===== src/hw/rtl/assert_macros.svh =====
// ----------------------------------------------------------------------------
// Assertion macros
// Shared concurrent assertion helpers, clocked on clk_i, off during reset.
// ----------------------------------------------------------------------------
`ifndef ASSERT_MACROS_SVH
`define ASSERT_MACROS_SVH

// Property must hold at every edge.
`define GLR_ASSERT(lbl, prop, msg) \
  lbl: assert property (@(posedge clk_i) disable iff (!rst_ni) (prop)) else $error(msg);

// Antecedent implies consequent in the next cycle.
`define GLR_ASSERT_NEXT(lbl, ante, cons, msg) \
  lbl: assert property (@(posedge clk_i) disable iff (!rst_ni) (ante) |=> (cons)) \
    else $error(msg);

`endif


===== src/hw/rtl/glr_pkg.sv =====
// ----------------------------------------------------------------------------
// glr_pkg
// Types, constants and the glyph palette for the line rasterizer.
// ----------------------------------------------------------------------------
`default_nettype none

package glr_pkg;

  localparam int unsigned MAX_DIM_DEF = 64;
  localparam int unsigned QUEUE_DEPTH = 2;

  localparam int unsigned COORD_W = 6;
  localparam int unsigned INTEN_W = 9;
  localparam int unsigned WIN_W   = 7;
  localparam int unsigned BIDX_W  = 13;
  localparam int unsigned GLYPH_W = 7;
  localparam int unsigned CFG_IDX_W = 4;

  localparam int unsigned IN_TDATA_W  = 40;
  localparam int unsigned OUT_TDATA_W = 32;

  localparam logic [CFG_IDX_W-1:0] CFG_IDX_WIDTH  = 4'd0;
  localparam logic [CFG_IDX_W-1:0] CFG_IDX_HEIGHT = 4'd1;

  localparam logic [WIN_W-1:0] WIN_RESET = 7'd64;

  // One classified line request.
  typedef struct packed {
    logic               xmajor;  // x is the stepping axis
    logic               down;    // first endpoint is the higher one
    logic               neg;     // minor delta negative
    logic               qi;      // whole part of the per-step increment
    logic [COORD_W-1:0] lo;      // lowest major coordinate
    logic [COORD_W-1:0] m0;      // minor coordinate of first endpoint
    logic [COORD_W-1:0] len;     // major length
    logic [COORD_W-1:0] q0;      // initial minor offset magnitude
    logic [WIN_W-1:0]   r0;      // initial remainder
    logic [WIN_W-1:0]   ri;      // fractional part of the increment
    logic [WIN_W-1:0]   two_l;   // divisor 2*len
    logic [GLYPH_W-1:0] glyph;
  } setup_t;

  // Palette "@#W$9876543210?!abc;:+=-,._ " by index.
  function automatic logic [GLYPH_W-1:0] glyph_code(input logic [4:0] idx);
    logic [GLYPH_W-1:0] c;
    case (idx)
      5'd0:  c = 7'h40;
      5'd1:  c = 7'h23;
      5'd2:  c = 7'h57;
      5'd3:  c = 7'h24;
      5'd4:  c = 7'h39;
      5'd5:  c = 7'h38;
      5'd6:  c = 7'h37;
      5'd7:  c = 7'h36;
      5'd8:  c = 7'h35;
      5'd9:  c = 7'h34;
      5'd10: c = 7'h33;
      5'd11: c = 7'h32;
      5'd12: c = 7'h31;
      5'd13: c = 7'h30;
      5'd14: c = 7'h3F;
      5'd15: c = 7'h21;
      5'd16: c = 7'h61;
      5'd17: c = 7'h62;
      5'd18: c = 7'h63;
      5'd19: c = 7'h3B;
      5'd20: c = 7'h3A;
      5'd21: c = 7'h2B;
      5'd22: c = 7'h3D;
      5'd23: c = 7'h2D;
      5'd24: c = 7'h2C;
      5'd25: c = 7'h2E;
      5'd26: c = 7'h5F;
      default: c = 7'h20;
    endcase
    return c;
  endfunction

endpackage

`default_nettype wire


===== src/hw/rtl/glyph_line_rasterizer_unit.sv =====
// ----------------------------------------------------------------------------
// glyph_line_rasterizer_unit
// Line rasterizer: one request in, one point per major-axis step out.
// ----------------------------------------------------------------------------
// A request moves from the queue into the stepper when it is idle; each
//   point leaves through the output register. A line of N points
//   (N = min(len+1, MAX_DIM)) takes the stepper for loading, then one
//   point per cycle while the output is not stalled. The stepper is the
//   limit; a 2-deep queue lets requests arrive while a line is drawn.
// Reset (rst_ni low, async): queue and stepper empty, window 64 x 64.
`default_nettype none

module glyph_line_rasterizer_unit #(
  parameter int unsigned MAX_DIM = glr_pkg::MAX_DIM_DEF
) (
  input  wire logic                              clk_i,
  input  wire logic                              rst_ni,
  // config write channel
  input  wire logic                              cfg_valid_i,
  output logic                                   cfg_ready_o,
  input  wire logic [glr_pkg::CFG_IDX_W-1:0]     cfg_index_i,
  input  wire logic [glr_pkg::WIN_W-1:0]         cfg_data_i,
  // request stream
  input  wire logic                              s_axis_tvalid,
  output logic                                   s_axis_tready,
  // [5:0] x_start, [11:6] y_start, [17:12] x_end, [23:18] y_end,
  // [32:24] intensity, [39:33] zero
  input  wire logic [glr_pkg::IN_TDATA_W-1:0]    s_axis_tdata,
  // point stream
  output logic                                   m_axis_tvalid,
  input  wire logic                              m_axis_tready,
  // [5:0] pixel_x, [11:6] pixel_y, [24:12] buffer_index, [31:25] glyph
  output logic [glr_pkg::OUT_TDATA_W-1:0]        m_axis_tdata,
  // [0] visible
  output logic                                   m_axis_tuser,
  output logic                                   m_axis_tlast
);

  localparam int unsigned CW = glr_pkg::COORD_W;

  // Window registers; always writable, indexes past the list are dropped.
  logic [glr_pkg::WIN_W-1:0] width_q, width_d, height_q, height_d;

  glr_pkg::setup_t front_setup, q_data;
  logic            q_full, q_valid, q_pop;
  logic            s_fire;

  logic [CW-1:0]                 pixel_x, pixel_y;
  logic [glr_pkg::BIDX_W-1:0]    buffer_index;
  logic [glr_pkg::GLYPH_W-1:0]   glyph;

  assign cfg_ready_o = 1'b1;

  always_comb begin
    width_d  = width_q;
    height_d = height_q;
    if (cfg_valid_i) begin
      case (cfg_index_i)
        glr_pkg::CFG_IDX_WIDTH:  width_d  = cfg_data_i;
        glr_pkg::CFG_IDX_HEIGHT: height_d = cfg_data_i;
        default: ;
      endcase
    end
  end

  always_ff @(posedge clk_i or negedge rst_ni) begin
    if (!rst_ni) begin
      width_q  <= glr_pkg::WIN_RESET;
      height_q <= glr_pkg::WIN_RESET;
    end else begin
      width_q  <= width_d;
      height_q <= height_d;
    end
  end

  // Front: classify the incoming request combinationally, push into queue.
  glr_front u_front (
    .x_start_i   (s_axis_tdata[5:0]),
    .y_start_i   (s_axis_tdata[11:6]),
    .x_end_i     (s_axis_tdata[17:12]),
    .y_end_i     (s_axis_tdata[23:18]),
    .intensity_i (s_axis_tdata[32:24]),
    .setup_o     (front_setup)
  );

  assign s_axis_tready = !q_full;
  assign s_fire        = s_axis_tvalid && s_axis_tready;

  glr_queue u_queue (
    .clk_i   (clk_i),
    .rst_ni  (rst_ni),
    .push_i  (s_fire),
    .data_i  (front_setup),
    .full_o  (q_full),
    .pop_i   (q_pop),
    .valid_o (q_valid),
    .data_o  (q_data)
  );

  // Back: incremental stepper plus registered output.
  glr_back #(
    .MAX_DIM (MAX_DIM)
  ) u_back (
    .clk_i          (clk_i),
    .rst_ni         (rst_ni),
    .win_width_i    (width_q),
    .win_height_i   (height_q),
    .q_valid_i      (q_valid),
    .q_data_i       (q_data),
    .q_pop_o        (q_pop),
    .out_valid_o    (m_axis_tvalid),
    .out_ready_i    (m_axis_tready),
    .pixel_x_o      (pixel_x),
    .pixel_y_o      (pixel_y),
    .buffer_index_o (buffer_index),
    .glyph_o        (glyph),
    .visible_o      (m_axis_tuser),
    .last_o         (m_axis_tlast)
  );

  assign m_axis_tdata = {glyph, buffer_index, pixel_y, pixel_x};

endmodule

`default_nettype wire


===== src/hw/rtl/glr_front.sv =====
// ----------------------------------------------------------------------------
// glr_front
// Classifies a line request: axis, direction, increments and glyph.
// ----------------------------------------------------------------------------
`default_nettype none

module glr_front (
  input  wire logic [glr_pkg::COORD_W-1:0] x_start_i,
  input  wire logic [glr_pkg::COORD_W-1:0] y_start_i,
  input  wire logic [glr_pkg::COORD_W-1:0] x_end_i,
  input  wire logic [glr_pkg::COORD_W-1:0] y_end_i,
  input  wire logic [glr_pkg::INTEN_W-1:0] intensity_i,
  output glr_pkg::setup_t                  setup_o
);

  logic [glr_pkg::COORD_W-1:0] adx, ady, s0, e0, m0, admin, len;
  logic                        neg_x, neg_y, xmajor, down, qi;
  logic [13:0]                 gsum;
  logic [4:0]                  gidx;

  always_comb begin
    neg_x  = x_end_i < x_start_i;
    neg_y  = y_end_i < y_start_i;
    adx    = neg_x ? x_start_i - x_end_i : x_end_i - x_start_i;
    ady    = neg_y ? y_start_i - y_end_i : y_end_i - y_start_i;
    xmajor = adx > ady;
    s0     = xmajor ? x_start_i : y_start_i;
    e0     = xmajor ? x_end_i : y_end_i;
    m0     = xmajor ? y_start_i : x_start_i;
    len    = xmajor ? adx : ady;
    admin  = xmajor ? ady : adx;
    down   = s0 > e0;
    qi     = (admin == len) && (len != '0);

    // index = round((256 - v) * 27 / 256), ties up; v >= 256 gives 0
    gsum = 14'(({5'd0, 9'd256 - intensity_i}) * 14'd54) + 14'd256;
    gidx = intensity_i[8] ? 5'd0 : gsum[13:9];

    setup_o.xmajor = xmajor;
    setup_o.down   = down;
    setup_o.neg    = xmajor ? neg_y : neg_x;
    setup_o.qi     = qi;
    setup_o.lo     = down ? e0 : s0;
    setup_o.m0     = m0;
    setup_o.len    = len;
    setup_o.q0     = down ? admin : '0;
    setup_o.r0     = {1'b0, len};
    setup_o.ri     = qi ? '0 : {admin, 1'b0};
    setup_o.two_l  = {len, 1'b0};
    setup_o.glyph  = glr_pkg::glyph_code(gidx);
  end

endmodule

`default_nettype wire


===== src/hw/rtl/glr_queue.sv =====
// ----------------------------------------------------------------------------
// glr_queue
// Small FIFO of classified requests between front and back.
// ----------------------------------------------------------------------------
`default_nettype none

module glr_queue (
  input  wire logic            clk_i,
  input  wire logic            rst_ni,
  input  wire logic            push_i,
  input  glr_pkg::setup_t      data_i,
  output logic                 full_o,
  input  wire logic            pop_i,
  output logic                 valid_o,
  output glr_pkg::setup_t      data_o
);

  localparam int unsigned Depth = glr_pkg::QUEUE_DEPTH;
  localparam int unsigned PtrW  = (Depth > 1) ? $clog2(Depth) : 1;
  localparam int unsigned CntW  = $clog2(Depth + 1);

  glr_pkg::setup_t   mem_q [Depth];
  logic [PtrW-1:0]   wr_q, wr_d, rd_q, rd_d;
  logic [CntW-1:0]   cnt_q, cnt_d;
  logic              do_push, do_pop;

  assign full_o  = cnt_q == CntW'(Depth);
  assign valid_o = cnt_q != '0;
  assign data_o  = mem_q[rd_q];
  assign do_push = push_i && !full_o;
  assign do_pop  = pop_i && valid_o;

  always_comb begin
    wr_d  = wr_q;
    rd_d  = rd_q;
    cnt_d = cnt_q;
    if (do_push) begin
      wr_d = (wr_q == PtrW'(Depth - 1)) ? '0 : wr_q + 1'b1;
    end
    if (do_pop) begin
      rd_d = (rd_q == PtrW'(Depth - 1)) ? '0 : rd_q + 1'b1;
    end
    if (do_push && !do_pop) begin
      cnt_d = cnt_q + 1'b1;
    end else if (do_pop && !do_push) begin
      cnt_d = cnt_q - 1'b1;
    end
  end

  always_ff @(posedge clk_i or negedge rst_ni) begin
    if (!rst_ni) begin
      wr_q  <= '0;
      rd_q  <= '0;
      cnt_q <= '0;
    end else begin
      wr_q  <= wr_d;
      rd_q  <= rd_d;
      cnt_q <= cnt_d;
    end
  end

  always_ff @(posedge clk_i) begin
    if (do_push) begin
      mem_q[wr_q] <= data_i;
    end
  end

endmodule

`default_nettype wire


===== src/hw/rtl/glr_back.sv =====
// ----------------------------------------------------------------------------
// glr_back
// Steps along the major axis into an output register, one point per unstalled cycle.
// ----------------------------------------------------------------------------
`default_nettype none
`include "assert_macros.svh"

module glr_back #(
  parameter int unsigned MAX_DIM = glr_pkg::MAX_DIM_DEF
) (
  input  wire logic                          clk_i,
  input  wire logic                          rst_ni,
  input  wire logic [glr_pkg::WIN_W-1:0]     win_width_i,
  input  wire logic [glr_pkg::WIN_W-1:0]     win_height_i,
  input  wire logic                          q_valid_i,
  input  glr_pkg::setup_t                    q_data_i,
  output logic                               q_pop_o,
  output logic                               out_valid_o,
  input  wire logic                          out_ready_i,
  output logic [glr_pkg::COORD_W-1:0]        pixel_x_o,
  output logic [glr_pkg::COORD_W-1:0]        pixel_y_o,
  output logic [glr_pkg::BIDX_W-1:0]         buffer_index_o,
  output logic [glr_pkg::GLYPH_W-1:0]        glyph_o,
  output logic                               visible_o,
  output logic                               last_o
);

  localparam int unsigned CntW = $clog2(MAX_DIM);
  localparam int unsigned CW   = glr_pkg::COORD_W;
  localparam int unsigned WW   = glr_pkg::WIN_W;

  glr_pkg::setup_t cur_q;
  logic            active_q, active_d;
  logic [CntW-1:0] j_q, j_d, last_j_q, last_j_d;
  logic [CW-1:0]   q_q, q_d;
  logic [WW-1:0]   r_q, r_d;

  logic            out_free, step, last_pt;
  logic [CW-1:0]   major, minor, px, py;
  logic [WW:0]     rsum;
  logic [WW:0]     rdiff;
  logic [WW:0]     w_plus;
  logic [14:0]     prod;

  logic            vld_q;
  logic [CW-1:0]   px_q, py_q;
  logic [glr_pkg::BIDX_W-1:0]  bidx_q;
  logic [glr_pkg::GLYPH_W-1:0] glyph_q;
  logic            vis_q, last_q;

  assign out_free = !vld_q || out_ready_i;
  assign step     = active_q && out_free;
  assign q_pop_o  = !active_q && q_valid_i;
  assign last_pt  = j_q == last_j_q;

  // current point
  always_comb begin
    major  = cur_q.lo + CW'(j_q);
    minor  = cur_q.neg ? cur_q.m0 - q_q : cur_q.m0 + q_q;
    px     = cur_q.xmajor ? major : minor;
    py     = cur_q.xmajor ? minor : major;
    w_plus = {1'b0, win_width_i} + 1'b1;
    prod   = 15'(py * w_plus) + 15'(px);
  end

  // stepper: exact running quotient/remainder of (2*|dmin|*u + len) / (2*len)
  always_comb begin
    active_d = active_q;
    j_d      = j_q;
    last_j_d = last_j_q;
    q_d      = q_q;
    r_d      = r_q;
    rsum     = {1'b0, r_q} + {1'b0, cur_q.ri};
    rdiff    = {1'b0, r_q} + {1'b0, cur_q.two_l} - {1'b0, cur_q.ri};
    if (q_pop_o) begin
      active_d = 1'b1;
      j_d      = '0;
      q_d      = q_data_i.q0;
      r_d      = q_data_i.r0;
      last_j_d = ({1'b0, q_data_i.len} >= WW'(MAX_DIM - 1)) ? CntW'(MAX_DIM - 1)
                                                             : q_data_i.len[CntW-1:0];
    end else if (step) begin
      if (last_pt) begin
        active_d = 1'b0;
      end else begin
        j_d = j_q + 1'b1;
        if (!cur_q.down) begin
          if (rsum >= {1'b0, cur_q.two_l}) begin
            r_d = WW'(rsum - {1'b0, cur_q.two_l});
            q_d = q_q + CW'(cur_q.qi) + 1'b1;
          end else begin
            r_d = rsum[WW-1:0];
            q_d = q_q + CW'(cur_q.qi);
          end
        end else begin
          if (r_q < cur_q.ri) begin
            r_d = rdiff[WW-1:0];
            q_d = q_q - CW'(cur_q.qi) - 1'b1;
          end else begin
            r_d = r_q - cur_q.ri;
            q_d = q_q - CW'(cur_q.qi);
          end
        end
      end
    end
  end

  always_ff @(posedge clk_i or negedge rst_ni) begin
    if (!rst_ni) begin
      active_q <= 1'b0;
      vld_q    <= 1'b0;
    end else begin
      active_q <= active_d;
      if (out_free) begin
        vld_q <= step;
      end
    end
  end

  always_ff @(posedge clk_i) begin
    j_q      <= j_d;
    last_j_q <= last_j_d;
    q_q      <= q_d;
    r_q      <= r_d;
    if (q_pop_o) begin
      cur_q <= q_data_i;
    end
    if (step) begin
      px_q    <= px;
      py_q    <= py;
      bidx_q  <= prod[glr_pkg::BIDX_W-1:0];
      glyph_q <= cur_q.glyph;
      vis_q   <= ({1'b0, px} < win_width_i) && ({1'b0, py} < win_height_i);
      last_q  <= last_pt;
    end
  end

  assign out_valid_o    = vld_q;
  assign pixel_x_o      = px_q;
  assign pixel_y_o      = py_q;
  assign buffer_index_o = bidx_q;
  assign glyph_o        = glyph_q;
  assign visible_o      = vis_q;
  assign last_o         = last_q;

  `GLR_ASSERT(a_j_in_range, !active_q || (j_q <= last_j_q), "step counter past end")
  `GLR_ASSERT(a_rem_bounded, !active_q || (r_q < cur_q.two_l) || (cur_q.two_l == '0),
              "remainder out of range")
  `GLR_ASSERT_NEXT(a_last_ends, step && last_pt, !active_q && vld_q && last_o,
                   "line did not end on last point")

endmodule

`default_nettype wire


===== config.mk =====
export PLATFORM = sky130hd
export DESIGN_NAME = glyph_line_rasterizer_unit
export DESIGN_NICKNAME = d
export VERILOG_FILES = /design/src/hw/rtl/glr_pkg.sv /design/src/hw/rtl/glyph_line_rasterizer_unit.sv /design/src/hw/rtl/glr_front.sv /design/src/hw/rtl/glr_queue.sv /design/src/hw/rtl/glr_back.sv
export VERILOG_INCLUDE_DIRS = /design/src /design/src/hw/rtl
export SDC_FILE = /design/constraint.sdc
export NUM_CORES = 1
export LEC_CHECK = 0
export ABC_AREA = 1
export BUFFER_PORTS_ARGS = -buffer_cell sky130_fd_sc_hd__buf_2
export CAP_MARGIN = 0
export CORE_UTILIZATION = 64
export CTS_BUF_LIST = sky130_fd_sc_hd__clkbuf_4 sky130_fd_sc_hd__clkbuf_8
export DETAILED_ROUTE_END_ITERATION = 12
export PLACE_DENSITY = 0.83
export SKIP_CTS_REPAIR_TIMING = 1
export SLEW_MARGIN = 20
export SYNTH_ARGS = -nofsm -noshare
export SYNTH_HDL_FRONTEND = slang
export SYNTH_SLANG_ARGS = --single-unit

===== constraint.sdc =====
create_clock -name clk_i -period 10.45 [get_ports clk_i]
set_input_delay 1.045 -clock clk_i [delete_from_list [all_inputs] [get_ports clk_i]]
set_output_delay 1.045 -clock clk_i [all_outputs]
set_load 0.005 [all_outputs]

==> run summary <==
Run status = completed
Area delta synth->final = 7.671%
Slew Limit Fails = 0
Vias in the first global route = 11.21k
Clock sink count = 196
Worst path required time = 10690 ps
Synth Area in XOR/XNOR = 4.697%
Core Area = 22710 µm²
Mapped Nets = 2011
CP max stage cell = fa_1
Synthesized flop and latch total = 196
Kind of cell adding the most delay to the critical path = adder cells
Top cells by count, synth = 471 x nand2_1, 298 x inv_1, 170 x edfxtp_1
Crit path to = u_back.buffer_index_o[10]
Multiplexer share of the synthesized area = 0.06722%
Num CTS Buffers = 17
Fmax = 145.7 MHz
Combined area of the multi-input logic cells = 7870 µm²
# H-tree levels = 4
Least-Margin Pin Slew = 1024 ps
Largest net degree at the start of global routing = 53
Max clock buf depth = 2
Total GRT Usage = 27.03%
Count leader, synth = nand2_1
Grt total ovfl = 0
Mapped Cells = 1753
Port buffer count = 84
DRC = 0
Unrepaired setup endpoints after global routing = false
R2r setup slk = 3590 ps
Final #Nets = 2087
Starting Density = 65.58%
Routed wire length per instance = 14.52 µm
Die H = 154.5 µm
Synth Area in Simple Gates = 21.10%
Setup TNS = 0 ps
Finished Cell Area = 16030 µm²
CTS tree = done
Largest cells by area after synthesis = edfxtp_1 34%, ha_1 13%, nand2_1 12%
Hold WC Path Type = reg2reg
Async set-reset flop share out of synthesis = 10.20%
Via density per instance = 5.435
Synth area leader = edfxtp_1
Worst path arrival time = 7100 ps
Fin crit share = 65.67%
Post-synthesis compound-gate area fraction = 7.318%
Delay of the slowest critical-path stage = 560 ps
Worst Reg-to-Reg Cells = 32
Worst reg2reg path endpoint = u_back.buffer_index_o[10]
CP dominant cell by count = inv_1
I/O Pins = 93
Synth Area per Inst = 8.495 µm²
Clock skew = 15.70 ps
# diodes = 0
Reg-to-Reg Start = u_back.q_q[1]
First-pass GRT wire length = 51430 µm
Overall routed net length = 30880 µm
Slew headroom = 31.61%
Critical path depth = 32
Reg area = 5728 µm²
Clock transition at the registers of the reported paths = 110 ps
Dpl cells = 2095
Initial DRC Count = 767
Crit Path Max Fanout = 6
Clock Latency Late Sink = 470 ps
Routability cong. = 0.9304
Via count = 11.56k
Critical path startpoint category = register
Post-DP Area = 15610 µm²
Post-synth EDFFs = 170
DIE WIDTH = 154.5 µm
Yosys cell types = 55
Kind of end point of the critical path = register
Tmin final = 6862 ps
Yosys warns = 0
Max Cap Viol = 0
Post-route ant nets = 0
Share of layout cells above drive strength 1 = 9.881%
Drt first pass iters = 8
Top-area cell type share of the netlist area = 34.28%
Initial antenna violation count = 0
Root Buffer = clkbuf_8
Worst Path Buf+Inv = 8
Fill cells = 1714
Cell Rows = 55
Sequential area share after synthesis = 38.46%
Synthesized area = 14890 µm²
Non-filler cells, final = 2127
Crit Path Class = reg2reg
Setup Viol. Count Final = 0
DP HPWL = 24460 µm
Main combinational cell family by area after synthesis = simple AND/OR/NAND/NOR gates
Adder-cell share of the synthesized area = 19.54%
Main synth FF type = edfxtp_1
Worst setup startpoint = u_back.q_q[1]
Die area = 23880 µm²
Final hold vios = 0
how the worst min path moves through the flow:
stage,from,endpoint,slack [ps],depth (start not counted)
final,u_back.cur_q[3],u_back.glyph_o[3],440,0
after global routing,u_back.cur_q[4],u_back.glyph_o[4],450,0
after CTS,u_back.cur_q[3],u_back.glyph_o[3],440,0
after detailed placement,u_back.cur_q[2],u_back.glyph_o[2],410,0
after global placement,u_back.cur_q[3],u_back.glyph_o[3],410,0
after floorplan,u_back.cur_q[0],u_back.glyph_o[0],400,0
logic make-up after synthesis:
family	after synthesis
flops	196
fa+ha+maj	202
xor+xnor	79
buf+inv	337
mux	1
compound gates	201
simple gates	736
other cells	1
state kept, by name, summed over array words and instances, names as in the netlist, 7 cells and up:
register	cells
u_back.glyph_o	7
u_queue.mem_q	82
u_back.cur_q	35
width_q	7
u_back.r_q	7
height_q	7
u_back.buffer_index_o	13
routing by layer:
layer  global-route usage [%]  up-vias  share of wire, %
met4                    8.958        0               2.3
met5                        0        -                 0
met3                    3.979       59               5.5
met2                    48.07      345                50
met1                    33.76     5393                43
li1                         -     5764                 -
layout by cell type, fill, tap and decap left out, types with 3 or more instances in the layout:
cell type and count:
and3_1 3, edfxtp_1 170, a21o_1 6, nand2_1 471, xnor2_1 25, nor2_1 111
inv_8 5, xor2_1 53, dfxtp_1 6, nand3_2 4, inv_2 5, fa_1 51
o21bai_1 3, a21oi_1 71, buf_4 5, buf_2 84, a31oi_1 4, o21ai_0 88
clkbuf_8 17, clkinv_8 3, ha_1 151, dfrtp_1 18, nor3_1 11, or2_2 10
o211ai_1 7, nand3_1 71, nand4_1 13, inv_1 297, nand2_2 16, nor2_4 7
o21ai_1 12, nand2_4 6, nand3b_1 3
cell type report:
type / count / share of cell area, %
multi-input combinational: 1220 / 49.08
clock inverter: 15 / 1.210
inverter: 303 / 7.101
tap: 285 / 2.224
clock buffer: 17 / 1.459
sequential: 196 / 35.72
timing repair buffer: 91 / 3.199
metrics by stage:
step / hold slack (ps) / worst slack (ps) / util [%]
after CTS: 435.9 / 3627 / 70.61
after global placement: 406.8 / 3808 / 68.48
after detailed placement: 408.4 / 3655 / 68.72
after floorplan: 400.3 / 4419 / -
after global routing: 448.6 / 3172 / 70.61
final: 435.8 / 3588 / 70.61
Power is not shown: default switching activity piles up to over one toggle a cycle in this logic, so the estimate is an artifact.
